--- src/hdl/sol_pkg.sv ---
// ----------------------------------------------------------------------------
// sol_pkg: shared types for the shifting ordered list
// Defines the command, status, cell operation and controller state codes and
// the stored entry format. The cells and the top level both use these.
// ----------------------------------------------------------------------------
package sol_pkg;

    // Width of each field carried on the streams.
    localparam int CmdW   = 3;
    localparam int PosW   = 5;
    localparam int KeyW   = 8;
    localparam int PayW   = 32;
    localparam int StatW  = 3;
    localparam int CountW = 5;

    // Packed stream widths, rounded up to whole bytes, and the used output width.
    localparam int InDataW  = 48;
    localparam int OutDataW = 56;
    localparam int OutUsedW = StatW + PosW + KeyW + PayW + CountW;

    // Command codes as they arrive in the request.
    typedef enum logic [CmdW-1:0] {
        CMD_APPEND     = 3'd0,
        CMD_INSERT     = 3'd1,
        CMD_REMOVE_END = 3'd2,
        CMD_REMOVE_AT  = 3'd3,
        CMD_SEARCH     = 3'd4
    } t_cmd;

    // Result status codes.
    typedef enum logic [StatW-1:0] {
        ST_OK       = 3'd0,
        ST_FULL     = 3'd1,
        ST_EMPTY    = 3'd2,
        ST_BAD_POS  = 3'd3,
        ST_NOTFOUND = 3'd4
    } t_status;

    // Operation broadcast to every cell of the row.
    typedef enum logic [1:0] {
        COP_HOLD    = 2'd0,
        COP_INSERT  = 2'd1,
        COP_DELETE  = 2'd2,
        COP_COMPARE = 2'd3
    } t_cell_op;

    // Controller states.
    typedef enum logic [1:0] {
        S_IDLE = 2'd0,
        S_EXEC = 2'd1,
        S_DONE = 2'd2
    } t_state;

    // One stored entry.
    typedef struct packed {
        logic [KeyW-1:0] key;
        logic [PayW-1:0] payload;
    } t_entry;

endpackage

--- src/hdl/sol_cell.sv ---
// ----------------------------------------------------------------------------
// sol_cell: one slot of the list
// Holds one entry. On a broadcast insert it loads the new entry or takes its
// left neighbor; on a delete it takes its right neighbor; on a compare it
// registers whether its key matches the searched key.
// ----------------------------------------------------------------------------
module sol_cell #(
    parameter int DEPTH = 16,
    parameter int IDX   = 0
) (
    input  logic                            i_clk,
    input  sol_pkg::t_cell_op               i_op,
    input  logic [$clog2(DEPTH)-1:0]        i_tgt,
    input  sol_pkg::t_entry                 i_new,
    input  sol_pkg::t_entry                 i_left,
    input  sol_pkg::t_entry                 i_right,
    input  logic [sol_pkg::KeyW-1:0]        i_key,
    output sol_pkg::t_entry                 o_entry,
    output logic                            o_match
);
    import sol_pkg::*;

    localparam int IW = $clog2(DEPTH);
    localparam logic [IW-1:0] MyIdx = IW'(IDX);

    t_entry r_entry;
    t_entry n_entry;
    logic   r_match;

    // Next content of this slot.
    always_comb begin
        n_entry = r_entry;
        case (i_op)
            COP_INSERT: begin
                if (MyIdx == i_tgt) begin
                    n_entry = i_new;
                end else if (MyIdx > i_tgt) begin
                    n_entry = i_left;
                end
            end
            COP_DELETE: begin
                if (MyIdx >= i_tgt) begin
                    n_entry = i_right;
                end
            end
            default: begin
                n_entry = r_entry;
            end
        endcase
    end

    // Slot content and match flag; neither needs a reset. The match flag is
    // held after a compare so that it survives a stalled result.
    always_ff @(posedge i_clk) begin
        r_entry <= n_entry;
        if (i_op == COP_COMPARE) begin
            r_match <= (r_entry.key == i_key);
        end
    end

    assign o_entry = r_entry;
    assign o_match = r_match;

endmodule

--- src/hdl/shifting_ordered_list.sv ---
// Requests are handled one at a time; the controller steps through capture,
// cell-row update and result select for each request in turn, and a result
// stalled by the receiver holds the controller in result select.
// Reset: i_rst_n is synchronous and active low; it empties the list and drops
// a pending result. Slot contents are not cleared and need no clearing pass.
// ----------------------------------------------------------------------------
// shifting_ordered_list: left-packed list held in a row of cells
// Commands append, insert at a position, remove the last entry, remove at a
// position, or search for the first position holding a key. Insert and
// remove shift every later cell by one place in a single update of the row.
// ----------------------------------------------------------------------------
module shifting_ordered_list #(
    parameter int DEPTH = 16
) (
    input  logic                             i_clk,
    input  logic                             i_rst_n,
    input  logic                             s_axis_tvalid,
    output logic                             s_axis_tready,
    // [2:0] cmd, [7:3] position, [15:8] entry_key, [47:16] entry_payload
    input  logic [sol_pkg::InDataW-1:0]      s_axis_tdata,
    output logic                             m_axis_tvalid,
    input  logic                             m_axis_tready,
    // [2:0] status, [7:3] found_position, [15:8] out_key,
    // [47:16] out_payload, [52:48] entry_count, [55:53] zero
    output logic [sol_pkg::OutDataW-1:0]     m_axis_tdata
);
    import sol_pkg::*;

    localparam int IW = $clog2(DEPTH);
    localparam int CW = $clog2(DEPTH + 1);
    localparam int WW = ((CW > PosW) ? CW : PosW) + 1;
    localparam logic [CW-1:0] FullCount = CW'(DEPTH);

    t_state r_state;
    t_state n_state;

    // Captured request.
    logic [CmdW-1:0] r_cmd;
    logic [PosW-1:0] r_pos;
    t_entry          r_new;

    // List bookkeeping and execute results.
    logic [CW-1:0]   r_fill;
    logic [CW-1:0]   c_fill;
    t_status         r_status;
    t_status         c_status;
    logic            r_take;
    logic            c_take;
    logic            r_search;
    t_entry          r_rem;

    // Cell row broadcast.
    t_cell_op        c_op;
    logic [IW-1:0]   c_tgt;
    t_entry          w_cell  [DEPTH];
    logic [DEPTH-1:0] w_match;

    // Search resolve.
    logic            c_hit_any;
    logic [IW-1:0]   c_hit_idx;

    // Output register.
    logic                r_out_valid;
    logic [StatW-1:0]    r_out_status;
    logic [PosW-1:0]     r_out_found;
    t_entry              r_out_entry;
    logic [CountW-1:0]   r_out_count;
    logic                c_out_load;

    logic [WW-1:0]   w_pos_x;
    logic [WW-1:0]   w_fill_x;

    assign w_pos_x  = WW'(r_pos);
    assign w_fill_x = WW'(r_fill);

    // Next state.
    always_comb begin
        n_state = r_state;
        case (r_state)
            S_IDLE: begin
                if (s_axis_tvalid) begin
                    n_state = S_EXEC;
                end
            end
            S_EXEC: begin
                n_state = S_DONE;
            end
            S_DONE: begin
                if (!r_out_valid || m_axis_tready) begin
                    n_state = S_IDLE;
                end
            end
            default: begin
                n_state = S_IDLE;
            end
        endcase
    end

    // State outputs: request ready, command checks and cell broadcast.
    always_comb begin
        s_axis_tready = (r_state == S_IDLE) && i_rst_n;
        c_out_load    = (r_state == S_DONE) && (!r_out_valid || m_axis_tready);
        c_op     = COP_HOLD;
        c_tgt    = '0;
        c_status = ST_OK;
        c_fill   = r_fill;
        c_take   = 1'b0;
        if (r_state == S_EXEC) begin
            case (r_cmd)
                CMD_APPEND: begin
                    if (r_fill == FullCount) begin
                        c_status = ST_FULL;
                    end else begin
                        c_op   = COP_INSERT;
                        c_tgt  = IW'(r_fill);
                        c_fill = r_fill + CW'(1);
                    end
                end
                CMD_INSERT: begin
                    if (r_fill == FullCount) begin
                        c_status = ST_FULL;
                    end else if (w_pos_x == '0 || w_pos_x > w_fill_x + WW'(1)) begin
                        c_status = ST_BAD_POS;
                    end else begin
                        c_op   = COP_INSERT;
                        c_tgt  = IW'(w_pos_x - WW'(1));
                        c_fill = r_fill + CW'(1);
                    end
                end
                CMD_REMOVE_END: begin
                    if (r_fill == '0) begin
                        c_status = ST_EMPTY;
                    end else begin
                        c_op   = COP_DELETE;
                        c_tgt  = IW'(r_fill - CW'(1));
                        c_fill = r_fill - CW'(1);
                        c_take = 1'b1;
                    end
                end
                CMD_REMOVE_AT: begin
                    if (r_fill == '0) begin
                        c_status = ST_EMPTY;
                    end else if (w_pos_x == '0 || w_pos_x > w_fill_x) begin
                        c_status = ST_BAD_POS;
                    end else begin
                        c_op   = COP_DELETE;
                        c_tgt  = IW'(w_pos_x - WW'(1));
                        c_fill = r_fill - CW'(1);
                        c_take = 1'b1;
                    end
                end
                CMD_SEARCH: begin
                    c_op = COP_COMPARE;
                end
                default: begin
                    c_op = COP_HOLD;
                end
            endcase
        end
    end

    // Row of cells; each takes its neighbors' contents on a shift.
    for (genvar g = 0; g < DEPTH; g++) begin : g_cell
        t_entry w_left;
        t_entry w_right;
        if (g == 0) begin : g_first
            assign w_left = r_new;
        end else begin : g_inner_l
            assign w_left = w_cell[g-1];
        end
        if (g == DEPTH - 1) begin : g_last
            assign w_right = w_cell[g];
        end else begin : g_inner_r
            assign w_right = w_cell[g+1];
        end
        sol_cell #(
            .DEPTH (DEPTH),
            .IDX   (g)
        ) u_cell (
            .i_clk   (i_clk),
            .i_op    (c_op),
            .i_tgt   (c_tgt),
            .i_new   (r_new),
            .i_left  (w_left),
            .i_right (w_right),
            .i_key   (r_new.key),
            .o_entry (w_cell[g]),
            .o_match (w_match[g])
        );
    end

    // First occupied cell whose key matched.
    always_comb begin
        c_hit_any = 1'b0;
        c_hit_idx = '0;
        for (int i = DEPTH - 1; i >= 0; i--) begin
            if (w_match[i] && (CW'(i) < r_fill)) begin
                c_hit_any = 1'b1;
                c_hit_idx = IW'(i);
            end
        end
    end

    // Control registers.
    always_ff @(posedge i_clk) begin
        if (!i_rst_n) begin
            r_state     <= S_IDLE;
            r_fill      <= '0;
            r_out_valid <= 1'b0;
        end else begin
            r_state <= n_state;
            if (r_state == S_EXEC) begin
                r_fill <= c_fill;
            end
            if (c_out_load) begin
                r_out_valid <= 1'b1;
            end else if (m_axis_tready) begin
                r_out_valid <= 1'b0;
            end
        end
    end

    // Request capture and execute results.
    always_ff @(posedge i_clk) begin
        if (s_axis_tvalid && s_axis_tready) begin
            r_cmd         <= s_axis_tdata[2:0];
            r_pos         <= s_axis_tdata[7:3];
            r_new.key     <= s_axis_tdata[15:8];
            r_new.payload <= s_axis_tdata[47:16];
        end
        if (r_state == S_EXEC) begin
            r_status <= c_status;
            r_take   <= c_take;
            r_search <= (r_cmd == CMD_SEARCH);
            r_rem    <= w_cell[c_tgt];
        end
    end

    // Result register.
    always_ff @(posedge i_clk) begin
        if (c_out_load) begin
            r_out_count <= CountW'(r_fill);
            if (r_search) begin
                if (c_hit_any) begin
                    r_out_status <= ST_OK;
                    r_out_found  <= PosW'(WW'(c_hit_idx) + WW'(1));
                    r_out_entry  <= w_cell[c_hit_idx];
                end else begin
                    r_out_status <= ST_NOTFOUND;
                    r_out_found  <= '0;
                    r_out_entry  <= '0;
                end
            end else begin
                r_out_status <= r_status;
                r_out_found  <= '0;
                r_out_entry  <= r_take ? r_rem : '0;
            end
        end
    end

    assign m_axis_tvalid = r_out_valid;
    assign m_axis_tdata  = {(OutDataW - OutUsedW)'(0), r_out_count,
                            r_out_entry.payload, r_out_entry.key,
                            r_out_found, r_out_status};

endmodule

--- config.mk ---
export PLATFORM = sky130hd
export DESIGN_NAME = shifting_ordered_list
export DESIGN_NICKNAME = d
export VERILOG_FILES = /design/src/hdl/sol_pkg.sv /design/src/hdl/sol_cell.sv /design/src/hdl/shifting_ordered_list.sv
export SDC_FILE = /design/constraint.sdc
export NUM_CORES = 2
export LEC_CHECK = 0
export ABC_AREA = 1
export BUFFER_PORTS_ARGS = -buffer_cell sky130_fd_sc_hd__clkbuf_2
export CAP_MARGIN = 20
export CELL_PAD_IN_SITES_DETAIL_PLACEMENT = 1
export CELL_PAD_IN_SITES_GLOBAL_PLACEMENT = 1
export CORE_MARGIN = 5
export CORE_UTILIZATION = 43
export CTS_BUF_LIST = sky130_fd_sc_hd__clkbuf_16
export CTS_CLUSTER_SIZE = 30
export DETAILED_ROUTE_END_ITERATION = 8
export PLACE_DENSITY_LB_ADDON = 0.3
export SETUP_SLACK_MARGIN = 0.2
export SYNTH_ARGS = -nofsm -noshare
export SYNTH_HDL_FRONTEND = slang
export SYNTH_SLANG_ARGS = --single-unit
--- constraint.sdc ---
create_clock -name i_clk -period 5.65 [get_ports i_clk]
set_input_delay 1.695 -clock i_clk [delete_from_list [all_inputs] [get_ports i_clk]]
set_output_delay 1.695 -clock i_clk [all_outputs]
set_load 0.02 [all_outputs]
==> summary.txt <==
Hold path
  • Hold Crit Depth: 2
  • Worst min-delay path startpoint: r_rem[6]
  • Hold worst-path end: m_axis_tdata[22]
  • HP Class: reg -> reg

Clocking
  • TritonCTS clock tree: built
  • Clock sink count: 809
  • Clock transition time at the flip-flop clock pins of the worst setup and hold paths: 0.06 ns
  • Clk_lat worst skew: 0.74 ns
  • Longest Clk Path Bufs: 3
  • Setup repair bufs after CTS: 0
  • Root buf cell: clkbuf_16
  • Post-CTS sizing: 0
  • CTS Buf Count: 102
  • H-Tree Level Count: 3
  • Count of hold buffers inserted by post-cts repair: 0

Floorplanning
  • Core area: 123600 µm²
  • Die Ht: 362.6 µm
  • Die footprint: 131500 µm²
  • IO Count: 110
  • Rows: 129
  • Die Wd: 362.6 µm
  • Initial Util: 43.23%

Setup path
  • CP arrival: 5.58 ns
  • CP delay by family, top: simple AND/OR/NAND/NOR gates
  • Worst EP required: 6.10 ns
  • Type of origin of the critical path: flop
  • R2r setup slk: 0.52 ns
  • Critical R2R Capture: g_cell[14].u_cell.o_entry[30]
  • Critical Path Max Stage Delay: 0.84 ns
  • Most common cell on crit path: nand2_4
  • Crit path kind: reg -> reg
  • Crit-path slowest cell: nor2_4
  • Bufs and invs on worst path: 5
  • Critical path peak fanout: 32
  • Reg-to-Reg Start: r_fill[2]
  • Crit-path cells: nand2_1, inv_2, nand2_1, xor2_1, inv_1, ha_1, nand3_1, o22ai_2, inv_2, nand2_1, nand3b_2, nand2_4, nand2_4, nand2_4, nand2_8, nor2_4, nand2_4, o21ai_0, clkinv_2, buf_12
  • Worst setup EP type: flop
  • R2R cell count: 20

Synthesis
  • Post-synth ARST share: 0%
  • Gate count of the mapped netlist: 7180
  • Sequential share of the synthesized area: 45.30%
  • Synthesized area per cell: 7.444 µm²
  • Synth warn: 0
  • Area of the mapped netlist: 53450 µm²
  • Synth unique cells: 48
  • Synth Register Bits: 809
  • Leading register cell type out of synthesis: edfxtp_1
  • Post-synth EDFFs: 801

STA
  • Max Clock Freq: 195.0 MHz
  • Slew @ Worst Pin: 1.250 ns
  • Pins over their slew limit: 0
  • Setup_tns: 0 ns
  • Clk_skew: 0.04007 ns
  • Crit path time final: 5.128 ns
  • Slew Limit Headroom: 16.50%
  • Hold Worst Slack: 0.5305 ns
  • Final hold violations: 0
  • Finish-stage setup viols: 0
  • Unrepaired setup endpoints after global routing: false
  • Final worst slack: 0.5224 ns
  • Period utilisation layout: 90.75%

Power and ir drop
  • Clk pwr share: 40.7%
  • Switching portion of total power: 30.53%
  • Pleak: 24.73 nW
  • Reg power frac: 43.0%
  • PD cells: 277.1 nW/µm²
  • Comb pwr share: 16.3%
  • Overall power: 16.24 mW
  • Internal power: 11.28 mW
  • Net Switching: 4.956 mW
  • Peak supply drop: 0.2317 mV

Place
  • DP HPWL: 140.1 mm
  • RePlAce Congestion: 0.8754
  • DP Worst Slack: 0.6151 ns
  • Port-buffer cells: 106

Outcome
  • Outcome: finished clean

Routing
  • Final wirelength: 238.5 mm
  • Detail Route Antenna Nets: 0
  • 1st-iter DRT viols: 6556
  • Via density: 6.306
  • Vias: 54700
  • DR WL/cell: 27.50 µm
  • Post-route DRC: 0
  • TritonRoute pass-1 iters: 6

GRT
  • Number of global-route vias before repair: 54000
  • Total grt overflow: 0
  • Initial antenna violation count: 6
  • Global-route wire length before repair: 349.1 mm
  • Largest net degree at the start of global routing: 174
  • GRT Util Overall: 34.86%

Layout
  • Most common cell after layout, fill and taps aside: nand2_1
  • Fraction of layout cells with a size suffix above 1: 7.178%
  • Most frequent cells in the layout: 1789 x nand2_1, 830 x nand3_1, 801 x edfxtp_1, 772 x o21ai_0, 712 x inv_1
  • Nets@finish: 7020
  • Area grow syn2layout: 9.607%

Job
  • Max_cap viols: 0
logic make-up after synthesis:
| group | Yosys count | share of synthesized area [%] |
|---|---|---|
| buffers and inverters | 1309 | 10.03 |
| XOR/XNOR | 95 | 1.557 |
| AND/OR/NAND/NOR | 3086 | 24.37 |
| AO/OA/AOI/OAI | 1862 | 18.32 |
| flip-flops | 809 | 45.30 |
| other | 1 | 0.007016 |
| adder cells (fa/ha/maj) | 18 | 0.4214 |
worst register-to-register path: cells and delay by family, from the launching register on:
family	cells	cell delay, ns
simple gates	11	2.35
flops	1	0.59
buf+inv	5	0.87
compound gates	2	0.54
fa+ha+maj	1	0.29
xor+xnor	1	0.17
metal layers:
metal	GRT usage (%)	vias up	part of all wire [%]	routed length (µm)
met2	55.10	3173	45	106300
met4	17.87	4	5.7	13650
met3	7.048	761	11	25250
li1	-	23860	-	-
met1	45.49	26900	39	93200
met5	0.3268	-	0.030	71
how the worst max path moves through the flow:
stage	start	to	slack, ns	cells after the start
after floorplan	r_state[0]	g_cell[5].u_cell.o_entry[0]	-0.51	10
after global placement	r_fill[2]	g_cell[14].u_cell.o_entry[23]	0.86	20
after detailed placement	r_fill[2]	g_cell[14].u_cell.o_entry[22]	0.62	20
after CTS	r_fill[2]	g_cell[14].u_cell.o_entry[30]	0.59	20
after global routing	r_fill[2]	g_cell[14].u_cell.o_entry[28]	0.31	20
final	r_fill[2]	g_cell[14].u_cell.o_entry[30]	0.52	20
registers in the layout, summed over array words and instances (netlist names), 5 cells and up:
signal                 cells
r_out_count                5
r_pos                      5
r_rem                     40
g_cell.u_cell.o_match     16
r_fill                     5
g_cell.w_left             40
g_cell.u_cell.o_entry    640
m_axis_tdata              40
r_out_found                5
stage by stage:
stage | instance area [µm²] | instances | utilization, %
5_1_grt | 58580 | 8672 | 47.38
4_1_cts | 58580 | 8672 | 47.38
2_1_floorplan | 53480 | 7182 | -
3_5_place_dp | 55330 | 8483 | 44.75
3_3_place_gp | 55330 | 8483 | 44.75
6_report | 58590 | 8674 | 47.39
layout make-up:
type	instances	area (µm²)
multi-input combinational	5064	24220
antenna	2	5.005
clock inverter	85	650.6
timing repair buffer	256	2132
inverter	717	2714
sequential	809	24210
tap	1637	2048
clock buffer	104	2603
fill	15320	65050
power by group through the flow:
| stage | registers, mW | clock network, mW | logic (mW) |
|---|---|---|---|
| 3_5_place_dp | 7.10 | 0 | 2.54 |
| 5_1_grt | 7.00 | 6.92 | 2.80 |
| 2_1_floorplan | 7.05 | 0 | 1.64 |
| 3_3_place_gp | 7.09 | 0 | 2.47 |
| 4_1_cts | 6.98 | 6.67 | 2.56 |
| 6_report | 6.98 | 6.61 | 2.65 |
Yosys cell counts, types with 6 or more instances:
cell type     n  area, µm²
buf_1        49      183.9
buf_4        28      210.2
ha_1         18      225.2
a21oi_1     461       2307
buf_2       230       1151
nor2_1      318       1194
o22ai_1     121      757.0
nor2_2       10      62.56
nand3_1     830       4154
nor2_4       11      123.9
nor3_1       46      230.2
dfxtp_1       8      160.2
o21ai_1     386       1932
clkbuf_1    278       1044
inv_2        19      71.32
nor4_1       17      106.4
nand2_1    1797       6745
nand2_2      14      87.58
edfxtp_1    801      24050
inv_1       696       2613
o211ai_1    109      818.3
o21ai_0     772       3864
buf_6         7      78.83
xnor2_1      51      446.7
nand4_1      22      137.6
xor2_1       44      385.4
nand2_4       6      67.56
No activity file was read; power rests on OpenSTA's default activity.
